`config.mk`:
```
export PLATFORM = sky130hd
export DESIGN_NAME = dle_stuffed_frame_deframer
export DESIGN_NICKNAME = d
export VERILOG_FILES = /design/src/rtl/core/dsfd_pkg.sv /design/src/rtl/core/dsfd_ram.sv /design/src/rtl/core/dsfd_ctrl.sv /design/src/rtl/core/dsfd_dpath.sv /design/src/rtl/core/dle_stuffed_frame_deframer.sv
export SDC_FILE = /design/constraint.sdc
export NUM_CORES = 1
export LEC_CHECK = 0
export ABC_CLOCK_PERIOD_IN_PS = 5050
export BUFFER_PORTS_ARGS = -buffer_cell sky130_fd_sc_hd__buf_2
export CORE_UTILIZATION = 55
export DETAILED_ROUTE_END_ITERATION = 6
export PLACE_DENSITY = 0.74
export SETUP_SLACK_MARGIN = 0.2
export SLEW_MARGIN = 10
export SYNTH_ARGS = -nofsm -noshare
export SYNTH_HDL_FRONTEND = slang
export SYNTH_SLANG_ARGS = --single-unit
```
`constraint.sdc`:
```
create_clock -name aclk -period 5.05 [get_ports aclk]
set_input_delay 0 -clock aclk [delete_from_list [all_inputs] [get_ports aclk]]
set_output_delay 0 -clock aclk [all_outputs]
set_load 0.02 [all_outputs]
```
`src/rtl/core/dsfd_pkg.sv`:
```
// package: constants, register indexes and control types for the dle frame deframer
package dsfd_pkg;

    localparam int FRAME_LEN    = 24;
    localparam int BUFFER_DEPTH = 64;

    localparam int ADDR_W = (BUFFER_DEPTH > 1) ? $clog2(BUFFER_DEPTH) : 1;
    localparam int BYTE_W = 8;
    localparam bit FRAME_OK = (FRAME_LEN < BUFFER_DEPTH);

    localparam logic [ADDR_W-1:0] LAST_IDX  = ADDR_W'(FRAME_LEN - 1);
    localparam logic [ADDR_W-1:0] FULL_IDX  = ADDR_W'(BUFFER_DEPTH - 1);
    localparam logic [ADDR_W-1:0] MATCH_IDX = ADDR_W'(FRAME_LEN);

    localparam logic [0:0] CFG_ESCAPE_CHAR = 1'b0;
    localparam logic [0:0] CFG_END_CHAR    = 1'b1;

    localparam logic [BYTE_W-1:0] ESCAPE_RESET = 8'h10;
    localparam logic [BYTE_W-1:0] END_RESET    = 8'h03;

    typedef struct packed {
        logic store;
        logic clear_fill;
        logic rd_start;
        logic rd_issue;
    } dsfd_cmd_t;

    typedef struct packed {
        logic is_esc;
        logic is_end;
        logic fill_full;
        logic len_ok;
        logic rd_last;
        logic rd_slot;
    } dsfd_status_t;

endpackage

```
`src/rtl/core/dsfd_ram.sv`:
```
// generic single write port ram with registered read
module dsfd_ram #(
    parameter int WIDTH = 8,
    parameter int DEPTH = 64
) (
    input  logic                     aclk,
    input  logic                     wr_en,
    input  logic [$clog2(DEPTH)-1:0] wr_addr,
    input  logic [WIDTH-1:0]         wr_data,
    input  logic                     rd_en,
    input  logic [$clog2(DEPTH)-1:0] rd_addr,
    output logic [WIDTH-1:0]         rd_data
);

    logic [WIDTH-1:0] mem_reg [DEPTH];
    logic [WIDTH-1:0] rd_data_reg;

    always_ff @(posedge aclk) begin
        if (wr_en) begin
            mem_reg[wr_addr] <= wr_data;
        end
        if (rd_en) begin
            rd_data_reg <= mem_reg[rd_addr];
        end
    end

    assign rd_data = rd_data_reg;

endmodule

```
`src/rtl/core/dsfd_ctrl.sv`:
```
// controller: parse phase state machine and readout sequencing
module dsfd_ctrl
    import dsfd_pkg::*;
(
    input  logic         aclk,
    input  logic         aresetn,
    input  logic         s_valid,
    output logic         s_ready,
    input  dsfd_status_t st,
    output dsfd_cmd_t    cmd
);

    localparam logic [1:0] PH_WAIT = 2'd0;
    localparam logic [1:0] PH_DATA = 2'd1;
    localparam logic [1:0] PH_ESC  = 2'd2;
    localparam logic [1:0] PH_READ = 2'd3;

    logic [1:0] state_reg;
    logic [1:0] state_next;
    logic       accept;

    assign s_ready = (state_reg != PH_READ);
    assign accept  = s_valid && s_ready;

    always_comb begin
        state_next = state_reg;
        cmd        = '0;
        unique case (state_reg)
            PH_WAIT: begin
                if (accept && st.is_esc) begin
                    cmd.clear_fill = 1'b1;
                    state_next     = PH_DATA;
                end
            end
            PH_DATA: begin
                if (accept) begin
                    if (st.is_esc) begin
                        state_next = PH_ESC;
                    end else begin
                        cmd.store = 1'b1;
                        if (st.fill_full) begin
                            cmd.clear_fill = 1'b1;
                            state_next     = PH_WAIT;
                        end
                    end
                end
            end
            PH_ESC: begin
                if (accept) begin
                    priority if (st.is_esc) begin
                        cmd.store  = 1'b1;
                        state_next = PH_DATA;
                        if (st.fill_full) begin
                            cmd.clear_fill = 1'b1;
                            state_next     = PH_WAIT;
                        end
                    end else if (st.is_end) begin
                        if (st.len_ok) begin
                            cmd.rd_start = 1'b1;
                            state_next   = PH_READ;
                        end else begin
                            state_next = PH_WAIT;
                        end
                    end else begin
                        cmd.clear_fill = 1'b1;
                        state_next     = PH_WAIT;
                    end
                end
            end
            PH_READ: begin
                if (st.rd_slot) begin
                    cmd.rd_issue = 1'b1;
                    if (st.rd_last) begin
                        state_next = PH_WAIT;
                    end
                end
            end
            default: begin
                state_next = PH_WAIT;
            end
        endcase
    end

    always_ff @(posedge aclk) begin
        if (!aresetn) begin
            state_reg <= PH_WAIT;
        end else begin
            state_reg <= state_next;
        end
    end

endmodule

```
`src/rtl/core/dsfd_dpath.sv`:
```
// datapath: delimiter registers, fill count, payload buffer and output register
module dsfd_dpath
    import dsfd_pkg::*;
(
    input  logic              aclk,
    input  logic              aresetn,
    input  logic [BYTE_W-1:0] s_rx_byte,
    input  logic              cfg_valid,
    input  logic [0:0]        cfg_index,
    input  logic [BYTE_W-1:0] cfg_data,
    input  dsfd_cmd_t         cmd,
    output dsfd_status_t      st,
    output logic              m_valid,
    input  logic              m_ready,
    output logic [BYTE_W-1:0] m_frame_byte,
    output logic              m_last_byte
);

    logic [BYTE_W-1:0] escape_reg;
    logic [BYTE_W-1:0] end_reg;
    logic [ADDR_W-1:0] fill_reg;
    logic [ADDR_W-1:0] fill_next;
    logic [ADDR_W-1:0] rd_idx_reg;
    logic [ADDR_W-1:0] rd_idx_next;
    logic              rd_pend_reg;
    logic              rd_pend_next;
    logic              pend_last_reg;
    logic              m_valid_reg;
    logic              m_valid_next;
    logic [BYTE_W-1:0] m_byte_reg;
    logic              m_last_reg;
    logic [BYTE_W-1:0] ram_q;
    logic              load;

    assign st.is_esc    = (s_rx_byte == escape_reg);
    assign st.is_end    = (s_rx_byte == end_reg);
    assign st.fill_full = (fill_reg == FULL_IDX);
    assign st.len_ok    = FRAME_OK && (fill_reg == MATCH_IDX);
    assign st.rd_last   = (rd_idx_reg == LAST_IDX);

    assign load       = rd_pend_reg && (!m_valid_reg || m_ready);
    assign st.rd_slot = !rd_pend_reg || load;

    dsfd_ram #(
        .WIDTH(BYTE_W),
        .DEPTH(BUFFER_DEPTH)
    ) u_buf (
        .aclk    (aclk),
        .wr_en   (cmd.store),
        .wr_addr (fill_reg),
        .wr_data (s_rx_byte),
        .rd_en   (cmd.rd_issue),
        .rd_addr (rd_idx_reg),
        .rd_data (ram_q)
    );

    always_comb begin
        fill_next = fill_reg;
        if (cmd.clear_fill) begin
            fill_next = '0;
        end else if (cmd.store) begin
            fill_next = fill_reg + ADDR_W'(1);
        end
        rd_idx_next = rd_idx_reg;
        if (cmd.rd_start) begin
            rd_idx_next = '0;
        end else if (cmd.rd_issue) begin
            rd_idx_next = rd_idx_reg + ADDR_W'(1);
        end
        rd_pend_next = rd_pend_reg;
        if (cmd.rd_issue) begin
            rd_pend_next = 1'b1;
        end else if (load) begin
            rd_pend_next = 1'b0;
        end
        m_valid_next = m_valid_reg;
        if (load) begin
            m_valid_next = 1'b1;
        end else if (m_ready) begin
            m_valid_next = 1'b0;
        end
    end

    always_ff @(posedge aclk) begin
        if (!aresetn) begin
            escape_reg  <= ESCAPE_RESET;
            end_reg     <= END_RESET;
            fill_reg    <= '0;
            rd_idx_reg  <= '0;
            rd_pend_reg <= 1'b0;
            m_valid_reg <= 1'b0;
        end else begin
            if (cfg_valid) begin
                unique case (cfg_index)
                    CFG_ESCAPE_CHAR: escape_reg <= cfg_data;
                    CFG_END_CHAR:    end_reg    <= cfg_data;
                    default:         ;
                endcase
            end
            fill_reg    <= fill_next;
            rd_idx_reg  <= rd_idx_next;
            rd_pend_reg <= rd_pend_next;
            m_valid_reg <= m_valid_next;
        end
    end

    always_ff @(posedge aclk) begin
        if (cmd.rd_issue) begin
            pend_last_reg <= st.rd_last;
        end
        if (load) begin
            m_byte_reg <= ram_q;
            m_last_reg <= pend_last_reg;
        end
    end

    assign m_valid      = m_valid_reg;
    assign m_frame_byte = m_byte_reg;
    assign m_last_byte  = m_last_reg;

endmodule

```
`src/rtl/core/dle_stuffed_frame_deframer.sv`:
```
// top level: dle/etx byte stuffed frame deframer
// readout: FRAME_LEN bytes once the closing end delimiter is taken, with input held off meanwhile
// throughput: one received byte per cycle while parsing a frame
// readout: one byte per cycle unless m_ready stalls, from the single buffer read port
// reset: synchronous active low, clears parse phase, fill count, read pointer and output valid
// reset: payload buffer is not cleared, delimiters return to 0x10 and 0x03
module dle_stuffed_frame_deframer
    import dsfd_pkg::*;
(
    input  logic              aclk,
    input  logic              aresetn,
    input  logic              s_valid,
    output logic              s_ready,
    input  logic [BYTE_W-1:0] s_rx_byte,
    input  logic              cfg_valid,
    output logic              cfg_ready,
    input  logic [0:0]        cfg_index,
    input  logic [BYTE_W-1:0] cfg_data,
    output logic              m_valid,
    input  logic              m_ready,
    output logic [BYTE_W-1:0] m_frame_byte,
    output logic              m_last_byte
);

    dsfd_cmd_t    cmd;
    dsfd_status_t st;

    assign cfg_ready = 1'b1;

    dsfd_ctrl u_ctrl (
        .aclk    (aclk),
        .aresetn (aresetn),
        .s_valid (s_valid),
        .s_ready (s_ready),
        .st      (st),
        .cmd     (cmd)
    );

    dsfd_dpath u_dpath (
        .aclk         (aclk),
        .aresetn      (aresetn),
        .s_rx_byte    (s_rx_byte),
        .cfg_valid    (cfg_valid),
        .cfg_index    (cfg_index),
        .cfg_data     (cfg_data),
        .cmd          (cmd),
        .st           (st),
        .m_valid      (m_valid),
        .m_ready      (m_ready),
        .m_frame_byte (m_frame_byte),
        .m_last_byte  (m_last_byte)
    );

`ifndef ASSERT_OFF
    a_read_blocks_input: assert property (@(posedge aclk) disable iff (!aresetn)
        cmd.rd_issue |-> !s_ready)
        else $error("buffer read issued while input request open");

    a_start_needs_length: assert property (@(posedge aclk) disable iff (!aresetn)
        cmd.rd_start |-> (st.len_ok && st.is_end))
        else $error("readout started on wrong frame length");

    a_store_not_reading: assert property (@(posedge aclk) disable iff (!aresetn)
        !(cmd.store && cmd.rd_issue))
        else $error("store and readout in the same cycle");

    a_issue_has_slot: assert property (@(posedge aclk) disable iff (!aresetn)
        cmd.rd_issue |-> st.rd_slot)
        else $error("buffer read issued with no room downstream");
`endif

endmodule
```
==> out/qor.yml <==
die:
  floorplan.die_area_um2: 41560
  placementRows: 73
  floorplan.die.height_um: 203.9
  ios: 34
  starting_utilization_of_the_core_area_pct: 56.02
  placeableCoreArea_um2: 40010
  chipWidth_um: 203.9
clocking:
  cts_hold_buf: 30
  cts_buffer_depth: 3
  postCtsSetupBuffers: 0
  clkSlewWorstSetupHoldPaths_ns: 0.06
  cts_tree: "done"
  cts.htree.levels: 2
  cts_root_buf: "sky130_fd_sc_hd__clkbuf_16"
  ctsResizeCount: 0
  number_of_clock_buffers_inserted_by_tritoncts: 54
  clock_insertion_delay_worst_skew_ns: 0.61
  numClockSinks: 562
final_layout:
  final_cell_count_no_fill: 1834
  multiInputGateArea_um2: 5614
  post_route_cells_drive_above_1_share_pct: 26.43
  layout.nets: 1295
  largest_register_ff_count: 512
  fill_cells: 2665
  layout.area.seq_um2: 16570
  antenna_cells_inserted: 0
  area.growth.synth_to_final_pct: 14.36
logic_synthesis:
  synthCells: 1164
  yosysWarnings: 0
  synthesis.area_um2: 22410
  synth_enable_flop_cells: 530
  synth-main-ff-cell: "sky130_fd_sc_hd__edfxtp_1"
  netlist_top_cells_area: "sky130_fd_sc_hd__edfxtp_1 71%, sky130_fd_sc_hd__mux4_2 13%, sky130_fd_sc_hd__dfxtp_1 2.9%, sky130_fd_sc_hd__nor4_1 1.7%, sky130_fd_sc_hd__mux2i_1 1.3%"
  yosys.cell_count.top_type: "sky130_fd_sc_hd__edfxtp_1"
  yosysTopAreaCell: "sky130_fd_sc_hd__edfxtp_1"
  syn_avg_cell_area_um2: 19.25
  yosys_register_bits: 562
  syn_nets: 1194
  yosysTopAreaCellShare_pct: 71.01
  synth.cells.most_frequent: "530 x sky130_fd_sc_hd__edfxtp_1, 133 x sky130_fd_sc_hd__mux4_2, 61 x sky130_fd_sc_hd__nor4_1"
  async_flop_share_pct: 0
  synth.yosys.seq_area_share_pct: 73.87
  count_of_distinct_cell_types_in_the_synthesized_netlist: 56
place:
  port-buffer-count: 32
  gp_congestion: 0.8934
  dp.final_hpwl_um: 30120
  dp_cells: 1704
power:
  power-per-cell-area_nw_per_um2: 366.5
  total_leakage_power_nw: 7.739
  irDropWorstVdd_mv: 0.2745
timing:
  clock.fmax_ghz: 0.3006
  max_slew_margin_pct: 16.32
  hold_slack_ns: 0.07471
  report.final.hold_viol_count: 0
  unrepaired_setup_endpoints_after_global_routing: "false"
  finalWorstPathRequiredPeriod_ns: 3.327
  slew_viol_final: 0
  layout_worst_path_cycle_share_pct: 65.88
  max_slew.worst_pin.slew_ns: 1.245
  tns_ns: 0
  final-setup-viol-count: 0
  final_setup_skew_ns: 0.02711
hold_path:
  holdPathStages: 5
  timing.hold.worst.start: "s_valid"
  hold_path_class: "in -> reg"
  min_to: "u_ctrl.state_reg[1]"
drt:
  dr.first_iter.drc_count: 1329
  num_vias: 11920
  final_antenna_net_count: 0
  viasPerCell: 6.499
  post_drt_wl_per_cell_um: 28.06
  drt_wl_total_um: 51450
  drt_drc_violations_left: 0
  number_of_search_and_repair_iterations_in_the_first_detailed_routing_pass: 6
status:
  status: "finished, final reports clean"
global_route:
  grt_met2_usage_pct: 40.14
  wire_length_of_the_first_global_routing_pass_um: 77070
  antenna_found_initial: 1
  grt_util_met3_pct: 6.409
  use_met1_pct: 35.47
  globalRouteTotalUtil_pct: 25.72
  grt_overflow_total: 0
  vias_in_the_first_global_route: 11960
  grt_most_used_layer: "met2"
  grt_start_max_net_pins: 66
worst_setup_path:
  type_of_origin_of_the_critical_path: "flip-flop"
  critical-path-top-delay-family: "simple AND/OR/NAND/NOR gates"
  timing.setup.critical_path_class: "reg -> reg"
  worst_setup_path_end_kind: "flip-flop"
  critical_path_depth: 4
  wp_data_required_ns: 5.26
  critPathBufInv: 1
  critical-path-max-stage-delay_ns: 1.18
  reg2reg_to: "u_dpath.u_buf.mem_reg[0][1]"
  maximum_fanout_count_along_the_critical_path: 16
  series_of_cell_instances_along_the_critical_path: "inv_1, ha_1, nand3_1, nor4_2"
  critical_path.slowest_cell: "sky130_fd_sc_hd__nor4_2"
  regToRegSetupSlack_ns: 1.72
  timing.rr.start: "u_ctrl.state_reg[0]"
  worstPathArrival_ns: 3.54
  r2r.worst_path.cells: 4
run:
  maxCapViolCount: 0
-- report_power, final --
group / internal (mW) / switching, mW / total, mW
clock network: 2.41 / 1.69 / 4.10
registers: 5.09 / 0.00540 / 5.10
logic: 0.0481 / 0.143 / 0.191
-- layout make-up --
type                       instances  share of cell area [%]
inverter                          12                  0.1757
multi-input combinational        514                   21.90
timing repair buffer             121                   3.671
sequential                       562                   64.63
tap                              525                   2.563
clock inverter                    30                   1.308
clock buffer                      70                   5.746
-- kinds of logic after synthesis --
| group | synth area share [%] |
|---|---|
| XOR/XNOR | 0.8207 |
| flip-flops | 73.87 |
| adder cells (fa/ha/maj) | 0.4466 |
| buffers and inverters | 1.904 |
| AND/OR/NAND/NOR | 5.203 |
| multiplexers | 14.71 |
| other | 0.01673 |
| AO/OA/AOI/OAI | 3.032 |
-- layer usage --
layer,vias up,routed length (um)
li1,5011,-
met1,6135,20020
met2,657,24630
met3,115,5032
met4,2,1761
met5,-,13
-- worst register-to-register path, delay by kind of cell, from the launching register on --
| family | cells | cell delay [ns] |
|---|---|---|
| flops | 1 | 0.36 |
| simple gates | 2 | 2.04 |
| buf+inv | 1 | 0.11 |
| fa+ha+maj | 1 | 0.44 |
-- cells in the final DEF (no fill, tap or decap), types with 3 or more instances in the layout --
| cell | count |
|---|---|
| sky130_fd_sc_hd__clkinv_2 | 5 |
| sky130_fd_sc_hd__ha_1 | 8 |
| sky130_fd_sc_hd__nor4_2 | 27 |
| sky130_fd_sc_hd__buf_12 | 3 |
| sky130_fd_sc_hd__o21ai_0 | 8 |
| sky130_fd_sc_hd__inv_1 | 10 |
| sky130_fd_sc_hd__dfxtp_1 | 28 |
| sky130_fd_sc_hd__clkbuf_8 | 4 |
| sky130_fd_sc_hd__o22ai_1 | 8 |
| sky130_fd_sc_hd__bufinv_16 | 7 |
| sky130_fd_sc_hd__nand2b_1 | 6 |
| sky130_fd_sc_hd__edfxtp_1 | 530 |
| sky130_fd_sc_hd__mux2i_1 | 30 |
| sky130_fd_sc_hd__nand3_1 | 20 |
| sky130_fd_sc_hd__a31oi_1 | 3 |
| sky130_fd_sc_hd__a211oi_1 | 8 |
| sky130_fd_sc_hd__nand3b_1 | 5 |
| sky130_fd_sc_hd__buf_4 | 56 |
| sky130_fd_sc_hd__clkinv_1 | 14 |
| sky130_fd_sc_hd__clkbuf_1 | 11 |
| sky130_fd_sc_hd__a22oi_1 | 21 |
| sky130_fd_sc_hd__buf_2 | 32 |
| sky130_fd_sc_hd__dlygate4sd3_1 | 30 |
| sky130_fd_sc_hd__nor2_1 | 31 |
| sky130_fd_sc_hd__nand2_1 | 56 |
| sky130_fd_sc_hd__xnor2_1 | 11 |
| sky130_fd_sc_hd__nor2b_1 | 4 |
| sky130_fd_sc_hd__mux4_2 | 133 |
| sky130_fd_sc_hd__clkbuf_16 | 55 |
| sky130_fd_sc_hd__xor2_1 | 10 |
| sky130_fd_sc_hd__a21oi_1 | 32 |
| sky130_fd_sc_hd__and2_1 | 4 |
| sky130_fd_sc_hd__o211ai_1 | 3 |
| sky130_fd_sc_hd__nand4_1 | 6 |
| sky130_fd_sc_hd__nor3_1 | 8 |
| sky130_fd_sc_hd__nor4_1 | 35 |
| sky130_fd_sc_hd__a21o_1 | 3 |
-- worst max path at each step --
| stage | from | end |
|---|---|---|
| 2_1_floorplan | u_dpath.escape_reg[3] | u_dpath.u_buf.mem_reg[54][0] |
| 3_3_place_gp | u_ctrl.state_reg[0] | u_dpath.u_buf.mem_reg[32][7] |
| 3_5_place_dp | u_dpath.escape_reg[5] | u_dpath.u_buf.mem_reg[2][2] |
| 4_1_cts | u_ctrl.state_reg[0] | u_dpath.u_buf.mem_reg[2][2] |
| 5_1_grt | u_ctrl.state_reg[0] | u_dpath.u_buf.mem_reg[32][7] |
| 6_report | u_ctrl.state_reg[0] | u_dpath.u_buf.mem_reg[0][1] |
-- through the flow --
step	setup WS, ns	area [um2]	total power, mW	utilization (%)
after floorplan	2.134	22410	5.262	-
after CTS	1.719	25620	9.435	64.05
final	1.723	25630	9.393	64.07
after global placement	1.794	23510	5.362	58.78
after detailed placement	1.765	23510	5.369	58.78
after global routing	1.558	25630	9.611	64.07
(Power assumes the default switching activity.)
